===== src/hdl/mtsd_pkg.sv =====
// Package for the modulated tape sensor detector: item structs, register
// indexes, reset values and arithmetic constants. No dependencies.
`timescale 1ns / 1ps
`default_nettype none

package mtsd_pkg;

	localparam int FIELD_BITS = 10;
	localparam int LEVEL_BITS = 16;
	localparam int NUM_REGS   = 8;
	localparam int NUM_SENSORS = 4;
	localparam int REG_IDX_BITS = 3;

	// scaled = 10 * (sample - ambient) - 2000, modulo 2^16
	localparam logic [LEVEL_BITS-1:0] SCALE_OFFSET = 16'd2000;

	// floor(x / 5) == (x * 52429) >> 18 for every x below 81920
	localparam logic [15:0] RECIP_5     = 16'd52429;
	localparam int          RECIP_SHIFT = 18;

	localparam logic FUNC_RESTART = 1'b0;
	localparam logic FUNC_TICK    = 1'b1;

	typedef enum logic [REG_IDX_BITS-1:0] {
		REG_TOP_ON     = 3'd0,
		REG_LEFT_ON    = 3'd1,
		REG_RIGHT_ON   = 3'd2,
		REG_CORNER_ON  = 3'd3,
		REG_TOP_OFF    = 3'd4,
		REG_LEFT_OFF   = 3'd5,
		REG_RIGHT_OFF  = 3'd6,
		REG_CORNER_OFF = 3'd7
	} reg_idx_t;

	typedef enum logic [2:0] {
		SENSOR_NONE   = 3'd0,
		SENSOR_TOP    = 3'd1,
		SENSOR_LEFT   = 3'd2,
		SENSOR_RIGHT  = 3'd3,
		SENSOR_CORNER = 3'd4
	} sensor_code_t;

	localparam logic [LEVEL_BITS-1:0] REG_RESET [NUM_REGS] = '{
		16'd1080, 16'd1050, 16'd1000, 16'd500,
		16'd1110, 16'd1110, 16'd1110, 16'd700
	};

	typedef struct packed {
		logic                  func;
		logic [FIELD_BITS-1:0] top_sample;
		logic [FIELD_BITS-1:0] left_sample;
		logic [FIELD_BITS-1:0] right_sample;
		logic [FIELD_BITS-1:0] corner_sample;
	} in_item_t;

	typedef struct packed {
		logic       emitter_level;
		logic       event_valid;
		logic       tape_present;
		logic [2:0] which_sensor;
	} out_item_t;

endpackage

`default_nettype wire


===== src/hdl/modulated_tape_sensor_detector_core.sv =====
// Modulated tape sensor detector core.
// Flow: an accepted item enters the input register, and its result is loaded into the
// output register as soon as that register is not stalled full.
// Throughput: one item per cycle while the output is not stalled; the input register
// and output register are the only stages, so a stall on the output holds at most
// two items inside, one in each. Reset (arst_n low): levels to defaults; ambient,
// phase, tape state, emitter and both stages clear. Latched samples are not reset.
`timescale 1ns / 1ps
`default_nettype none

module modulated_tape_sensor_detector_core
	import mtsd_pkg::*;
#(
	parameter int SAMPLE_BITS = 10
) (
	input  wire logic        clk,
	input  wire logic        arst_n,
	input  wire logic        in_valid,
	output logic             in_stall,
	input  wire in_item_t    in_data,
	output logic             out_valid,
	input  wire logic        out_stall,
	output out_item_t        out_data,
	input  wire logic        psel,
	input  wire logic        penable,
	input  wire logic        pwrite,
	input  wire logic [4:0]  paddr,
	input  wire logic [31:0] pwdata,
	output logic [31:0]      prdata,
	output logic             pready
);

	localparam int SUM_BITS  = SAMPLE_BITS + 3;
	localparam int PROD_BITS = SUM_BITS + 16;

	// configuration registers
	logic [LEVEL_BITS-1:0] level_q [NUM_REGS];
	logic [REG_IDX_BITS-1:0] reg_idx;

	assign reg_idx = paddr[4:2];
	assign pready  = 1'b1;
	assign prdata  = {16'b0, level_q[reg_idx]};

	always_ff @(posedge clk or negedge arst_n) begin
		if (!arst_n) begin
			for (int i = 0; i < NUM_REGS; i++) level_q[i] <= REG_RESET[i];
		end else if (psel && penable && pwrite && pready) begin
			level_q[reg_idx] <= pwdata[LEVEL_BITS-1:0];
		end
	end

	// pipeline control
	logic     valid_s1;
	in_item_t item_s1;
	logic     adv_s1;
	logic     out_valid_q;
	out_item_t out_q;

	assign adv_s1   = valid_s1 && (!out_valid_q || !out_stall);
	assign in_stall = valid_s1 && !adv_s1;
	assign out_valid = out_valid_q;
	assign out_data  = out_q;

	always_ff @(posedge clk or negedge arst_n) begin
		if (!arst_n) begin
			valid_s1 <= 1'b0;
		end else if (!in_stall) begin
			valid_s1 <= in_valid;
		end
	end

	always_ff @(posedge clk) begin
		if (in_valid && !in_stall) item_s1 <= in_data;
	end

	// block state
	logic [SAMPLE_BITS-1:0] ambient_q;
	logic [SAMPLE_BITS-1:0] stored_q [NUM_SENSORS];
	logic                   phase_q;
	logic                   tape_q;
	logic                   emitter_q;

	logic [SAMPLE_BITS-1:0] s [NUM_SENSORS];
	logic [NUM_SENSORS-1:0] below_on;
	logic [NUM_SENSORS-1:0] above_off;

	assign s[0] = SAMPLE_BITS'(item_s1.top_sample);
	assign s[1] = SAMPLE_BITS'(item_s1.left_sample);
	assign s[2] = SAMPLE_BITS'(item_s1.right_sample);
	assign s[3] = SAMPLE_BITS'(item_s1.corner_sample);

	for (genvar g = 0; g < NUM_SENSORS; g++) begin : g_chan
		mtsd_scale #(.SAMPLE_BITS(SAMPLE_BITS)) u_scale (
			.sample    (s[g]),
			.ambient   (ambient_q),
			.on_level  (level_q[g]),
			.off_level (level_q[g + NUM_SENSORS]),
			.below_on  (below_on[g]),
			.above_off (above_off[g])
		);
	end

	logic [SUM_BITS-1:0]    sum;
	logic [PROD_BITS-1:0]   prod;
	logic [SAMPLE_BITS-1:0] ambient_next;
	logic                   tape_next;
	logic                   change;
	sensor_code_t           code;
	out_item_t              result;

	always_comb begin
		sum = SUM_BITS'(ambient_q) + SUM_BITS'(s[0]) + SUM_BITS'(s[1])
			+ SUM_BITS'(s[2]) + SUM_BITS'(s[3]);
		// divide by five through the reciprocal
		prod = PROD_BITS'(sum) * PROD_BITS'(RECIP_5);
		ambient_next = SAMPLE_BITS'(prod >> RECIP_SHIFT);

		if (|below_on) tape_next = 1'b1;
		else if (|above_off) tape_next = 1'b0;
		else tape_next = tape_q;

		// first latched sample below its detect level
		if (LEVEL_BITS'(stored_q[0]) < level_q[REG_TOP_ON]) code = SENSOR_TOP;
		else if (LEVEL_BITS'(stored_q[1]) < level_q[REG_LEFT_ON]) code = SENSOR_LEFT;
		else if (LEVEL_BITS'(stored_q[2]) < level_q[REG_RIGHT_ON]) code = SENSOR_RIGHT;
		else if (LEVEL_BITS'(stored_q[3]) < level_q[REG_CORNER_ON]) code = SENSOR_CORNER;
		else code = SENSOR_NONE;

		change = (item_s1.func == FUNC_TICK) && phase_q && (tape_next != tape_q);

		result.event_valid  = change;
		result.which_sensor = change ? code : SENSOR_NONE;
		if (item_s1.func == FUNC_RESTART) begin
			result.emitter_level = emitter_q;
			result.tape_present  = tape_q;
		end else if (!phase_q) begin
			result.emitter_level = 1'b0;
			result.tape_present  = tape_q;
		end else begin
			result.emitter_level = 1'b1;
			result.tape_present  = tape_next;
		end
	end

	always_ff @(posedge clk or negedge arst_n) begin
		if (!arst_n) begin
			ambient_q <= '0;
			phase_q   <= 1'b0;
			tape_q    <= 1'b0;
			emitter_q <= 1'b0;
		end else if (adv_s1 && item_s1.func == FUNC_TICK) begin
			phase_q   <= !phase_q;
			emitter_q <= phase_q;
			if (!phase_q) ambient_q <= ambient_next;
			else tape_q <= tape_next;
		end
	end

	// latch samples on a storing tick
	always_ff @(posedge clk) begin
		if (adv_s1 && item_s1.func == FUNC_TICK && !phase_q) begin
			for (int i = 0; i < NUM_SENSORS; i++) stored_q[i] <= s[i];
		end
	end

	always_ff @(posedge clk or negedge arst_n) begin
		if (!arst_n) begin
			out_valid_q <= 1'b0;
		end else if (adv_s1) begin
			out_valid_q <= 1'b1;
		end else if (!out_stall) begin
			out_valid_q <= 1'b0;
		end
	end

	always_ff @(posedge clk) begin
		if (adv_s1) out_q <= result;
	end

	// checks
	a_event_on_measure: assert property (@(posedge clk) disable iff (!arst_n)
		out_valid && out_data.event_valid |-> out_data.emitter_level)
		else $error("event reported outside a measuring tick");

	a_code_needs_event: assert property (@(posedge clk) disable iff (!arst_n)
		out_valid && out_data.which_sensor != SENSOR_NONE |-> out_data.event_valid)
		else $error("sensor code without an event");

	a_tape_follows: assert property (@(posedge clk) disable iff (!arst_n)
		adv_s1 |=> out_valid && out_data.tape_present == tape_q)
		else $error("reported tape state differs from held state");

	a_phase_toggle: assert property (@(posedge clk) disable iff (!arst_n)
		adv_s1 && item_s1.func == FUNC_TICK |=> phase_q != $past(phase_q))
		else $error("phase did not advance on a tick");

endmodule

`default_nettype wire


===== src/hdl/mtsd_scale.sv =====
// One sensor channel: scales a measured sample against the ambient level
// and compares it with the detect and release levels. Uses mtsd_pkg.
`timescale 1ns / 1ps
`default_nettype none

module mtsd_scale
	import mtsd_pkg::*;
#(
	parameter int SAMPLE_BITS = 10
) (
	input  wire logic [SAMPLE_BITS-1:0] sample,
	input  wire logic [SAMPLE_BITS-1:0] ambient,
	input  wire logic [LEVEL_BITS-1:0]  on_level,
	input  wire logic [LEVEL_BITS-1:0]  off_level,
	output logic                        below_on,
	output logic                        above_off
);

	logic [LEVEL_BITS-1:0] diff;
	logic [LEVEL_BITS-1:0] scaled;

	always_comb begin
		diff   = LEVEL_BITS'(sample) - LEVEL_BITS'(ambient);
		// times ten as 8x + 2x, all wrapping at 16 bits
		scaled = (diff << 3) + (diff << 1) - SCALE_OFFSET;
		below_on  = scaled < on_level;
		above_off = scaled > off_level;
	end

endmodule

`default_nettype wire


===== config.mk =====
export PLATFORM = sky130hd
export DESIGN_NAME = modulated_tape_sensor_detector_core
export DESIGN_NICKNAME = d
export VERILOG_FILES = /design/src/hdl/mtsd_pkg.sv /design/src/hdl/modulated_tape_sensor_detector_core.sv /design/src/hdl/mtsd_scale.sv
export SDC_FILE = /design/constraint.sdc
export NUM_CORES = 1
export LEC_CHECK = 0
export ABC_AREA = 1
export ABC_CLOCK_PERIOD_IN_PS = 7500
export BUFFER_PORTS_ARGS = -buffer_cell sky130_fd_sc_hd__buf_4
export CAP_MARGIN = 0
export CORE_MARGIN = 3
export CORE_UTILIZATION = 37
export DETAILED_ROUTE_END_ITERATION = 6
export MAX_ROUTING_LAYER = met4
export PLACE_DENSITY = 0.59
export SYNTH_ARGS = -nofsm -noshare
export SYNTH_HDL_FRONTEND = slang
export SYNTH_HIERARCHICAL = 1
export SYNTH_SLANG_ARGS = --single-unit

===== constraint.sdc =====
create_clock -name clk -period 7.5 [get_ports clk]
set_input_delay 1.5 -clock clk [delete_from_list [all_inputs] [get_ports clk]]
set_output_delay 1.5 -clock clk [all_outputs]
set_load 0.01 [all_outputs]

; ---- Word-level counts from Yosys, hierarchy flattened
; Memories as Yosys holds them, arrays and structs flattened.
; Cells that the tools add are included.
[totals]
input_bits = 85
ramBits = 40
reg_bits = 190
out_inout_bits = 41
mem_count = 1
elab_cells = 103
[mem_list]
columns = name, depth, width, rd, rd_ports_with_merged_regs, write_ports, line
row1 = stored_q, 4, 10, 4, 0, 4, modulated_tape_sensor_detector_core.sv:78  ; logic [SAMPLE_BITS-1:0] stored_q [NUM_SENSORS];
[op_classes]
n_addsub = 16
bitwise = 3
n_mux = 20
n_reduce_logical = 21
magnitude_cmp = 14
mul = 1
n_eq_ne = 2
[ops]
columns = op, count
row1 = bitwise mux 128 bit, 1
row2 = adder 16 bit, 4
row3 = greater-than comparator 16 bit, 4
row4 = less-than comparator 10 x 16 -> 1 bit, 4
row5 = less-than comparator 16 bit, 4
row6 = subtractor 16 x 11 -> 16 bit (second input constant), 4
row7 = binary-select mux 16 bit (select 3 bit), 1
row8 = demux 16 bit (select 3 bit), 1
row9 = 2-to-1 mux 16 bit, 3
row10 = subtractor 10 x 10 -> 11 bit, 4
row11 = multiplier 13 x 16 -> 28 bit (second input constant), 1
row12 = adder 12 x 10 -> 13 bit, 1
row13 = adder 13 x 10 -> 13 bit, 1
row14 = adder 11 x 10 -> 12 bit, 1
row15 = OR reduction 4 bit, 3
row16 = adder 10 x 10 -> 11 bit, 1
row17 = 2-to-1 mux 1 bit, 11
row18 = logical AND 1 bit, 10
row19 = zero test 1 bit, 5
row20 = >= comparator 4 bit (second input constant), 1
row21 = less-than comparator 4 x 1 -> 1 bit (second input constant), 1
row22 = 2-to-1 mux 2 bit, 2
row23 = inverter 3 -> 4 bit, 1
row24 = 2-to-1 mux 3 bit, 1
row25 = other kinds (6), 7

; ---- Depth between registers and ports, before layout
; Gate-level depths: netlist of run 1.
[logic_depth]
ltp_word = 11
depth_mapped = 39
depth_no_buf = 39

; ---- Modules after synthesis
; Netlist of run 1, hierarchy kept.
[modules_own_cells]
columns = mod, area_per_inst_um2, cells_each, instances, seq_area_each_um2
row1 = modulated_tape_sensor_detector_core, 14572.7, 1578, 1, 6242.2
row2 = mtsd_scale (g_chan[0].u_scale ...), 2053.2, 329, 3, 0.0
row3 = mtsd_scale (g_chan[3].u_scale), 2001.9, 322, 1, 0.0

; ---- Least setup slack after synthesis of run 1
; OpenSTA, ideal clock, no wires.
[synth_path]
kind = reg2reg
startpoint = register item_s1[1] (netlist name)
endpoint = register ambient_q[4]
path_slack_ps = 513
required_time_ps = 7379
path_stages_with_launch = 33
period_less_slack_ps = 6987
path_buffers = 0
t_arrival_ps = 6866
path_cell_list = edfxtp_1 inv_1 fa_1 fa_1 fa_1 inv_1 ha_1 inv_1 fa_1 inv_1 a21oi_1 nor2_1 nor2_1 xnor2_1 ha_1 inv_1 fa_1 fa_1 inv_1 fa_1 inv_1 fa_1 inv_1 ha_1 nand2_1 nor4_1 nand2_1 nand2_1 nand2_1 nand2_1 nand2_1 nand3_1 nand2_1
[synth_between]
elab_chain_cells = 2
[synth_rtl]
columns = item, line
row1 = from (decl), modulated_tape_sensor_detector_core.sv:54  ; in_item_t item_s1;
row2 = from (signal assigned), modulated_tape_sensor_detector_core.sv:73  ; if (in_valid && !in_stall) item_s1 <= in_data;
row3 = adder 13 x 10 -> 13 bit, modulated_tape_sensor_detector_core.sv:113  ; + SUM_BITS'(s[2]) + SUM_BITS'(s[3]);
row4 = multiplier 13 x 16 -> 28 bit, modulated_tape_sensor_detector_core.sv:115  ; prod = PROD_BITS'(sum) * PROD_BITS'(RECIP_5);
row5 = to (signal assigned), modulated_tape_sensor_detector_core.sv:154  ; if (!phase_q) ambient_q <= ambient_next;
row6 = to (decl), modulated_tape_sensor_detector_core.sv:77  ; logic [SAMPLE_BITS-1:0] ambient_q;
; Every way passes these cells.
; A chain may end at the register's enable or synchronous reset.

; ---- Worst setup path in the final report of run 1
[layout_path]
startpoint = register item_s1[23] (netlist name)
endpoint = register ambient_q[5]
[layout_between]
elab_chain_cells = 4
[layout_rtl]
columns = item, line
row1 = adder 11 x 10 -> 12 bit, modulated_tape_sensor_detector_core.sv:112  ; sum = SUM_BITS'(ambient_q) + SUM_BITS'(s[0]) + SUM_BITS'(s[1])
row2 = adder 12 x 10 -> 13 bit, modulated_tape_sensor_detector_core.sv:113
row3 = adder 13 x 10 -> 13 bit, modulated_tape_sensor_detector_core.sv:113
row4 = multiplier 13 x 16 -> 28 bit, modulated_tape_sensor_detector_core.sv:115
; Every way passes these cells.

==> results by group, run 1 <==
Outcome
  – Status: completed

STA
  – Final hold vios: 0
  – Slew Limit Fails: 0
  – Slew margin rel.: 21.42%
  – Fin crit period: 7.183 ns
  – Setup TNS: 0 ns
  – Tightest Pin Transition: 1.177 ns
  – Fmax: 0.1392 GHz
  – Final setup vio count: 0
  – Tcrit/Tclk final: 95.77%
  – Final Skew: 0.03265 ns

Synthesis
  – Area contributors post-synth: ha_1, edfxtp_1, dfrtp_1
  – Top-area cell type share of the netlist area: 19.98%
  – Synthesis Warnings: 6
  – Syn avg cell area: 7.875 um2
  – Mapped Area: 22,730 um2
  – Synth async-reset ratio: 62.17%
  – Syn Inst Count: 2,887
  – Synth cell types: 57
  – Synth Register Bits: 230
  – Seq/Total Area, Yosys: 27.46%
  – Post-synth top flop: dfrtp_1
  – EDFF count, synth: 87
  – Leading area contributor after synthesis: ha_1

Global routing
  – Vias in the first global route: 18,110
  – Initial antenna violation count: 0
  – Largest net degree at the start of global routing: 88
  – First-pass GRT wire length: 102,400 um
  – Grt total ovfl: 0
  – Total track usage: 21.31%

Drt
  – Detail Route Antenna Nets: 0
  – WL/cell: 17.26 um
  – DR vias/cell: 4.871
  – First-pass DRT Iterations: 5
  – # DRC: 0
  – Initial DRC count: 1,040
  – Routed Wire Length: 66,280 um
  – Vias: 18,710

Critical path
  – Crit-path max FO: 4
  – Worst Path Arrival: 7.62 ns
  – Worst setup path category: reg2reg
  – Critical path's slowest cell: fa_1
  – CP endpoint kind: flop
  – Startpoint type of the worst setup path: flop
  – Slowest cell delay on critical path: 0.56 ns
  – WP data required: 7.94 ns

Die
  – Die H: 253.9 um
  – Initial Util: 37.53%
  – Core Rows: 90
  – Num ports: 126
  – Die area: 64,460 um2
  – Placeable Area: 60,580 um2
  – Die W: 253.9 um

Place
  – Gpl congestion: 0.9120
  – IO Port Bufs: 90
  – Detailed Place HPWL: 55,600 um

Final layout
  – Sequential cell area: 6242 um2
  – Area growth syn-to-layout: 14.51%
  – Share of layout cells above drive strength 1: 13.83%
  – ANT cells: 0
  – Most frequent cells in the layout: inv_1, nand2_1, ha_1
  – Nets@finish: 3,570
  – Commonest non-fill, non-tap cell in the layout: inv_1
  – Multi-input logic area: 14,150 um2
  – Fillers: 6,218

Clock network
  – CTS Hold Bufs: 0
  – CTS Sinks: 230
  – H-tree depth: 1
  – Clk buf depth: 3
  – Reg clk slew, reported paths: 0.06 ns
  – CTS root buffer: clkbuf_16
  – TritonCTS clock tree: done
  – Total CTS buffers: 27
  – Worst-Skew Late Latency: 0.56 ns

Min path
  – Worst Hold Class: reg2reg

Flow run
  – Maxcap violations: 0
-- metrics by stage --
stage                     area [um2]  utilization (%)  setup slack, ns  std cells  hold WS, ns
final                          26030            42.97           0.3175       3840       0.4596
after global routing           26030            42.97         -0.03972       3840       0.4881
after CTS                      25530            42.14         0.008630       3830       0.4688
after detailed placement       24620            40.64          0.02052       3781       0.4647
after global placement         24620            40.64         0.004322       3781       0.4444
after floorplan                22790                -           0.5127       2902       0.4331
-- registers in the layout, summed over array words and instances (netlist names) --
register	cells
item_s1	41
out_data	6
ambient_q	10
phase_q	1
valid_s1	1
out_valid	1
emitter_q	1
level_q	128
stored_q	40
tape_q	1
-- layer usage --
metal / track usage [%] / vias up / share of wire, %
li1: - / 9544 / -
met1: 27.95 / 8684 / 45
met2: 35.06 / 379 / 47
met3: 1.934 / 98 / 4.0
met4: 6.471 / 0 / 3.6
met5: - / - / 0
-- cells by family (layout without fill, tap and decap cells) --
family,after synthesis,in the layout,synth area share (%)
adders and majority gates,447,447,27.37
xor gates and xnor gates,67,67,2.581
and+or+nand+nor,970,970,19.00
AOI/OAI and AO/OA,438,438,11.06
DFF,230,230,27.46
buffers and inverters,733,889,12.49
other,2,17,0.03303
-- cells in the mapped netlist, types with 4 or more instances --
cell and number:
o22ai_1 8, nand4_1 32, inv_2 13, o21bai_2 4, o21a_1 10, fa_1 84, a31oi_1 9, nand2_1 583
xor2_1 39, nand3_1 111, o21bai_1 13, nor3_1 14, xnor2_1 28, ha_1 363, nand3b_1 15, dfrtp_1 102
a22oi_1 15, nand2_2 37, o21ai_0 139, dfstp_2 41, o2111ai_1 4, a21oi_1 158, inv_1 665, a21o_1 9
o21ai_1 29, a221oi_1 18, edfxtp_1 87, nor4_1 8, a21oi_2 4, clkbuf_1 22, nor2_1 129, or2_2 4
buf_2 11, nand3_2 7, buf_4 18, nor2_4 8, o2bb2ai_1 7
-- final timing paths --
kind,cells after the start,endpoint,from,slack [ns]
max in group asynchronous,2,emitter_q$_DFFE_PN0P_,arst_n,5.14
worst min-delay path,2,out_valid$_DFFE_PN0P_,valid_s1$_DFFE_PN0N_,0.46
min in group asynchronous,1,level_q[125]$_DFFE_PN0P_,arst_n,1.02
worst max register to register,33,ambient_q[5]$_DFFE_PN0P_,item_s1[23]$_DFFE_PP_,0.32
worst min register to register,2,out_valid$_DFFE_PN0P_,valid_s1$_DFFE_PN0N_,0.46
worst max-delay path,33,ambient_q[5]$_DFFE_PN0P_,item_s1[23]$_DFFE_PP_,0.32
-- critical path: cells and delay by family, from the launching register on --
family                     cells  cell delay [ns]
buffers and inverters         10             0.77
xor gates and xnor gates       1             0.29
adders and majority gates     10             4.43
DFF                            1             0.47
AOI/OAI and AO/OA              1             0.08
and+or+nand+nor               11             1.03
-- layout make-up --
| type | count | share of cell area [%] |
|---|---|---|
| multi-input cells | 1939 | 54.36 |
| flip-flops and latches | 230 | 23.98 |
| inverters | 682 | 9.863 |
| repair buffers | 158 | 4.585 |
| well taps | 782 | 3.759 |
| clock buffers | 42 | 3.288 |
| clock inverters | 7 | 0.1682 |
-- timing repair --
action,CTS,global route
pin swaps,0,33
endpoints found under the setup margin,3,10
buffers inserted,0,10
resized for setup,3,96
Power of run 1 is not shown: default switching activity piles up to over one toggle a cycle in this logic, so the estimate is an artifact.
==> run 2, diff against run 1 <==
--- a/config.mk
+++ b/config.mk
@@ -12,6 +12,7 @@
 export CORE_MARGIN = 3
 export CORE_UTILIZATION = 37
 export DETAILED_ROUTE_END_ITERATION = 6
+export GPL_TIMING_DRIVEN = 0
 export MAX_ROUTING_LAYER = met4
 export PLACE_DENSITY = 0.59
 export SYNTH_ARGS = -nofsm -noshare
==> run 2 against run 1 <==
Effect of this change:
- design area rose by 0.72%
- sequential cell count unchanged
- setup slack got worse by 0.084 ns
- utilization is 0.31 points higher
- critical path depth down 1
- first-iteration DRC count increased by 23%
- register-to-register slack got worse by 0.08 ns
- count of clock-buffer cells in the layout is 6 lower
- non-clock buffer count increased by 31
- cell count rose by 0.81%
- maximum frequency is 1.1% lower
==> results by group, run 2 (synthesis gave the netlist of run 1 again) <==
Clock network
  – Clk buf depth: 3
  – Worst-Skew Late Latency: 0.56 ns
  – TritonCTS clock tree: done
  – Reg clk slew, reported paths: 0.06 ns
  – CTS Sinks: 230
  – H-tree depth: 1
  – CTS Hold Bufs: 0
  – CTS root buffer: clkbuf_16
  – Total CTS buffers: 27

Final layout
  – Leading registers by flop count: level_q x128, item_s1 x41, stored_q x40
  – Commonest non-fill, non-tap cell in the layout: inv_1
  – Most frequent cells in the layout: inv_1, nand2_1, ha_1
  – Fin util: 43.28%
  – Max reg flops: 128
  – Share of layout cells above drive strength 1: 14.24%
  – Nets@finish: 3,601
  – ANT cells: 0
  – Largest Register: level_q
  – Area growth syn-to-layout: 15.33%

Global routing
  – First-pass GRT wire length: 105,000 um
  – Initial antenna violation count: 0
  – Largest net degree at the start of global routing: 87
  – Grt total ovfl: 0
  – Total track usage: 21.82%
  – Vias in the first global route: 18,400

STA
  – Tightest Pin Transition: 1.188 ns
  – Fmax: 0.1376 GHz
  – Tcrit/Tclk final: 96.88%
  – Slew margin rel.: 20.80%
  – Final hold vios: 0
  – Final setup vio count: 0
  – Final Skew: 0.01538 ns
  – Fin crit period: 7.266 ns
  – RSZ-0062 raised after global routing: yes
  – Slew Limit Fails: 0

Drt
  – Initial DRC count: 1,278
  – # DRC: 0
  – Vias: 19,160
  – Routed Wire Length: 68,500 um
  – Detail Route Antenna Nets: 0
  – WL/cell: 17.70 um
  – DR vias/cell: 4.949
  – First-pass DRT Iterations: 5

Min path
  – Hold depth: 2
  – Worst Hold Class: reg2reg

Critical path
  – Startpoint type of the worst setup path: flop
  – Crit-path max FO: 4
  – Worst r2r dst: ambient_q[5]$_DFFE_PN0P_
  – Critical path's slowest cell: fa_1
  – WP data required: 7.94 ns
  – Worst setup path endpoint: ambient_q[5]$_DFFE_PN0P_
  – Setup slack, reg-to-reg: 0.23 ns
  – Worst Path Arrival: 7.70 ns
  – R2r worst-path depth: 32
  – Worst setup path category: reg2reg
  – CP startpoint: item_s1[22]$_DFFE_PP_
  – CP endpoint kind: flop
  – Slowest cell delay on critical path: 0.60 ns
  – RR Startpoint: item_s1[22]$_DFFE_PP_

Die
  – Num ports: 126
  – Initial Util: 37.53%
  – Placeable Area: 60,580 um2
  – Die H: 253.9 um
  – Core Rows: 90
  – Die area: 64,460 um2
  – Die W: 253.9 um

Flow run
  – Maxcap violations: 0

Outcome
  – Status: completed

Place
  – Gpl congestion: 0.9740
  – IO Port Bufs: 89
  – Detailed Place HPWL: 57,010 um
==> run 2: cell count changes in the layout (fill, tap and decap cells not counted), moves of 3 or more <==
cell	before	now
buf_2	0	11
fa_2	1	5
clkbuf_8	6	3
clkinv_2	3	8
clkbuf_16	30	27
clkbuf_1	6	26
fa_1	83	79
buf_4	156	152
inv_2	25	28
==> run 2: critical path: cells and delay by family, from the launching register on <==
family,cells,cell delay (ns)
adders and majority gates,10,4.51
xor gates and xnor gates,1,0.27
and+or+nand+nor,11,1.12
buffers and inverters,9,0.63
DFF,1,0.51
AOI/OAI and AO/OA,1,0.08
==> run 2: final cells by class <==
| cell class | count | area, um2 |
|---|---|---|
| clock inverter | 13 | 97.59 |
| fill | 6137 | 34360 |
| inverter | 682 | 2567 |
| clock buffer | 36 | 747.0 |
| sequential | 230 | 6242 |
| buffer | 51 | 272.8 |
| multi-input combinational | 1939 | 14230 |
| tap | 782 | 978.4 |
| timing repair buffer | 138 | 1085 |
==> run 2: metrics by stage <==
stage                     area [um2]  setup TNS [ns]  hold slack (ns)  setup WS, ns  std cells
after floorplan                22790               0           0.4331        0.5127       2902
after detailed placement       24490          -3.866           0.4535       -0.6111       3775
after global routing           26220         -0.2368           0.5268      -0.07638       3871
after CTS                      25610               0           0.4681      0.009648       3843
after global placement         24440          -4.283           0.4541       -0.6512       3773
final                          26220               0           0.4647        0.2339       3871
==> run 2: how the worst min path moves through the flow <==
stage	end	start
final	out_valid$_DFFE_PN0P_	valid_s1$_DFFE_PN0N_
after global routing	out_valid$_DFFE_PN0P_	valid_s1$_DFFE_PN0N_
after CTS	out_valid$_DFFE_PN0P_	valid_s1$_DFFE_PN0N_
after detailed placement	out_valid$_DFFE_PN0P_	valid_s1$_DFFE_PN0N_
after global placement	out_valid$_DFFE_PN0P_	valid_s1$_DFFE_PN0N_
after floorplan	out_valid$_DFFE_PN0P_	valid_s1$_DFFE_PN0N_
==> run 2: per-layer routing <==
layer	vias to the layer above	GRT usage [%]	share of wire, %
met5	-	-	0
met4	0	6.799	3.5
met3	115	1.852	5.6
met2	500	35.03	46
met1	8956	29.36	45
li1	9586	-	-
==> run 2: timing repair <==
| item | CTS | global route |
|---|---|---|
| buffers inserted | 19 | 28 |
| pin swaps | 10 | 47 |
| setup endpoints to repair | 10 | 10 |
| gates resized for setup | 24 | 91 |
Power of run 2 is left out for the same reason.
==> run 3, diff against run 2 <==
--- a/config.mk
+++ b/config.mk
@@ -14,7 +14,7 @@
 export DETAILED_ROUTE_END_ITERATION = 6
 export GPL_TIMING_DRIVEN = 0
 export MAX_ROUTING_LAYER = met4
-export PLACE_DENSITY = 0.59
+export PLACE_DENSITY = 0.55
 export SYNTH_ARGS = -nofsm -noshare
 export SYNTH_HDL_FRONTEND = slang
 export SYNTH_HIERARCHICAL = 1
==> run 3 against run 2 <==
Effect of this change:
- sequential cell count stayed put
- sequential share of layout area is essentially flat
- worst hold slack better by 0.031 ns
- non-clock buffer count is 3 higher
- wire length up 8.5%
- via count up 2.5%
- maximum frequency barely moved
- die area did not move
==> results by group, run 3 (synthesis gave the netlist of run 1 again) <==
Clock network
  – Worst-Skew Late Latency: 0.57 ns
  – CTS Hold Bufs: 0
  – CTS root buffer: clkbuf_16
  – Total CTS buffers: 27
  – Reg clk slew, reported paths: 0.06 ns
  – H-tree depth: 1
  – CTS Sinks: 230
  – Clk buf depth: 3
  – TritonCTS clock tree: done

STA
  – Final setup vio count: 0
  – Tcrit/Tclk final: 96.92%
  – Final WS setup: 0.2311 ns
  – Fin crit period: 7.269 ns
  – Slew margin rel.: 21.30%
  – Final Skew: 0.02722 ns
  – Fmax: 0.1376 GHz
  – Slew Limit Fails: 0
  – Tightest Pin Transition: 1.181 ns
  – Final hold vios: 0

Drt
  – Initial DRC count: 1,255
  – Detail Route Antenna Nets: 0
  – # DRC: 0
  – DRT met1 WL: 32,500 um
  – Met2 wire length: 35,290 um
  – First-pass DRT Iterations: 6
  – Top sig layer: met4
  – Vias: 19,650
  – WL/cell: 19.19 um
  – Routed Wire Length: 74,350 um
  – DR vias/cell: 5.070
  – Met3 WL post-DR: 3289 um

Die
  – Placeable Area: 60,580 um2
  – Num ports: 126
  – Die H: 253.9 um
  – Core Rows: 90
  – Die W: 253.9 um
  – Die area: 64,460 um2
  – Initial Util: 37.53%

Final layout
  – Share of layout cells above drive strength 1: 14.06%
  – ANT cells: 0
  – Most frequent cells in the layout: inv_1, nand2_1, ha_1
  – Largest Register: level_q
  – Fillers: 6,076
  – Commonest non-fill, non-tap cell in the layout: inv_1
  – Nets@finish: 3,604
  – Area growth syn-to-layout: 15.55%
  – Leading registers by flop count: level_q x128, item_s1 x41, stored_q x40
  – Max reg flops: 128

Outcome
  – Status: completed

Critical path
  – Setup slack, reg-to-reg: 0.23 ns
  – CP endpoint kind: flop
  – Critical path's slowest cell: fa_1
  – Slowest cell delay on critical path: 0.56 ns
  – Worst Path Arrival: 7.68 ns
  – WP data required: 7.91 ns
  – Worst setup path category: reg2reg
  – Crit-path max FO: 5
  – Startpoint type of the worst setup path: flop

Global routing
  – Initial antenna violation count: 0
  – Grt total ovfl: 0
  – Largest net degree at the start of global routing: 83
  – First-pass GRT wire length: 112,900 um
  – Total track usage: 23.70%
  – Vias in the first global route: 19,570

Min path
  – Worst Hold Class: reg2reg

Place
  – Detailed Place HPWL: 61,750 um
  – Gpl congestion: 0.9990
  – IO Port Bufs: 89
  – Dpl ws: -0.8117 ns

Flow run
  – Maxcap violations: 0
-- run 3: area by class of cell --
cell class / instances / area [um2] / share of cell area [%]
multi-input combinational: 1939 / 14250 / 54.23
sequential: 230 / 6242 / 23.76
inverter: 682 / 2570 / 9.783
timing repair buffer: 141 / 1095 / 4.167
tap: 782 / 978.4 / 3.725
clock buffer: 35 / 759.5 / 2.891
buffer: 51 / 272.8 / 1.038
clock inverter: 15 / 106.4 / 0.4048
-- run 3: worst paths after layout --
path,startpoint,endpoint,depth (start not counted)
worst max-delay path,item_s1[23]$_DFFE_PP_,ambient_q[7]$_DFFE_PN0P_,32
worst min-delay path,valid_s1$_DFFE_PN0N_,out_valid$_DFFE_PN0P_,2
worst max register to register,item_s1[23]$_DFFE_PP_,ambient_q[7]$_DFFE_PN0P_,32
worst min register to register,valid_s1$_DFFE_PN0N_,out_valid$_DFFE_PN0P_,2
max in group asynchronous,arst_n,level_q[66]$_DFFE_PN1P_,2
min in group asynchronous,arst_n,level_q[62]$_DFFE_PN0P_,1
-- run 3: per-layer routing --
| layer | vias up | track usage (%) |
|---|---|---|
| li1 | 9595 | - |
| met2 | 501 | 39.56 |
| met1 | 9426 | 30.24 |
| met5 | - | - |
| met4 | 0 | 8.847 |
| met3 | 123 | 1.709 |
-- run 3: critical path, delay by kind of cell, from the launching register on --
family	cells	cell delay (ns)
fa+ha+maj	10	4.42
buf+inv	9	0.66
flops	1	0.50
simple gates	10	1.15
compound gates	2	0.14
xor+xnor	1	0.22
-- run 3: repair_timing --
item,CTS,global route
cloned,0,0
buffers inserted,23,27
pin swaps,8,43
resized for setup,31,81
endpoints found under the setup margin,10,10
-- run 3: stage by stage --
stage               std cells  utilization [%]  cell area [um2]  setup TNS, ns  hold slack [ns]
floorplan                2902                -            22790              0           0.4331
global placement         3773            40.34            24440         -5.769           0.4460
detailed placement       3775            40.43            24490         -5.597           0.4802
CTS                      3848            42.40            25690              0           0.4946
global route             3875            43.36            26270        -0.1640           0.5245
finish                   3875            43.36            26270              0           0.4954
Power of run 3 is left out for the same reason.
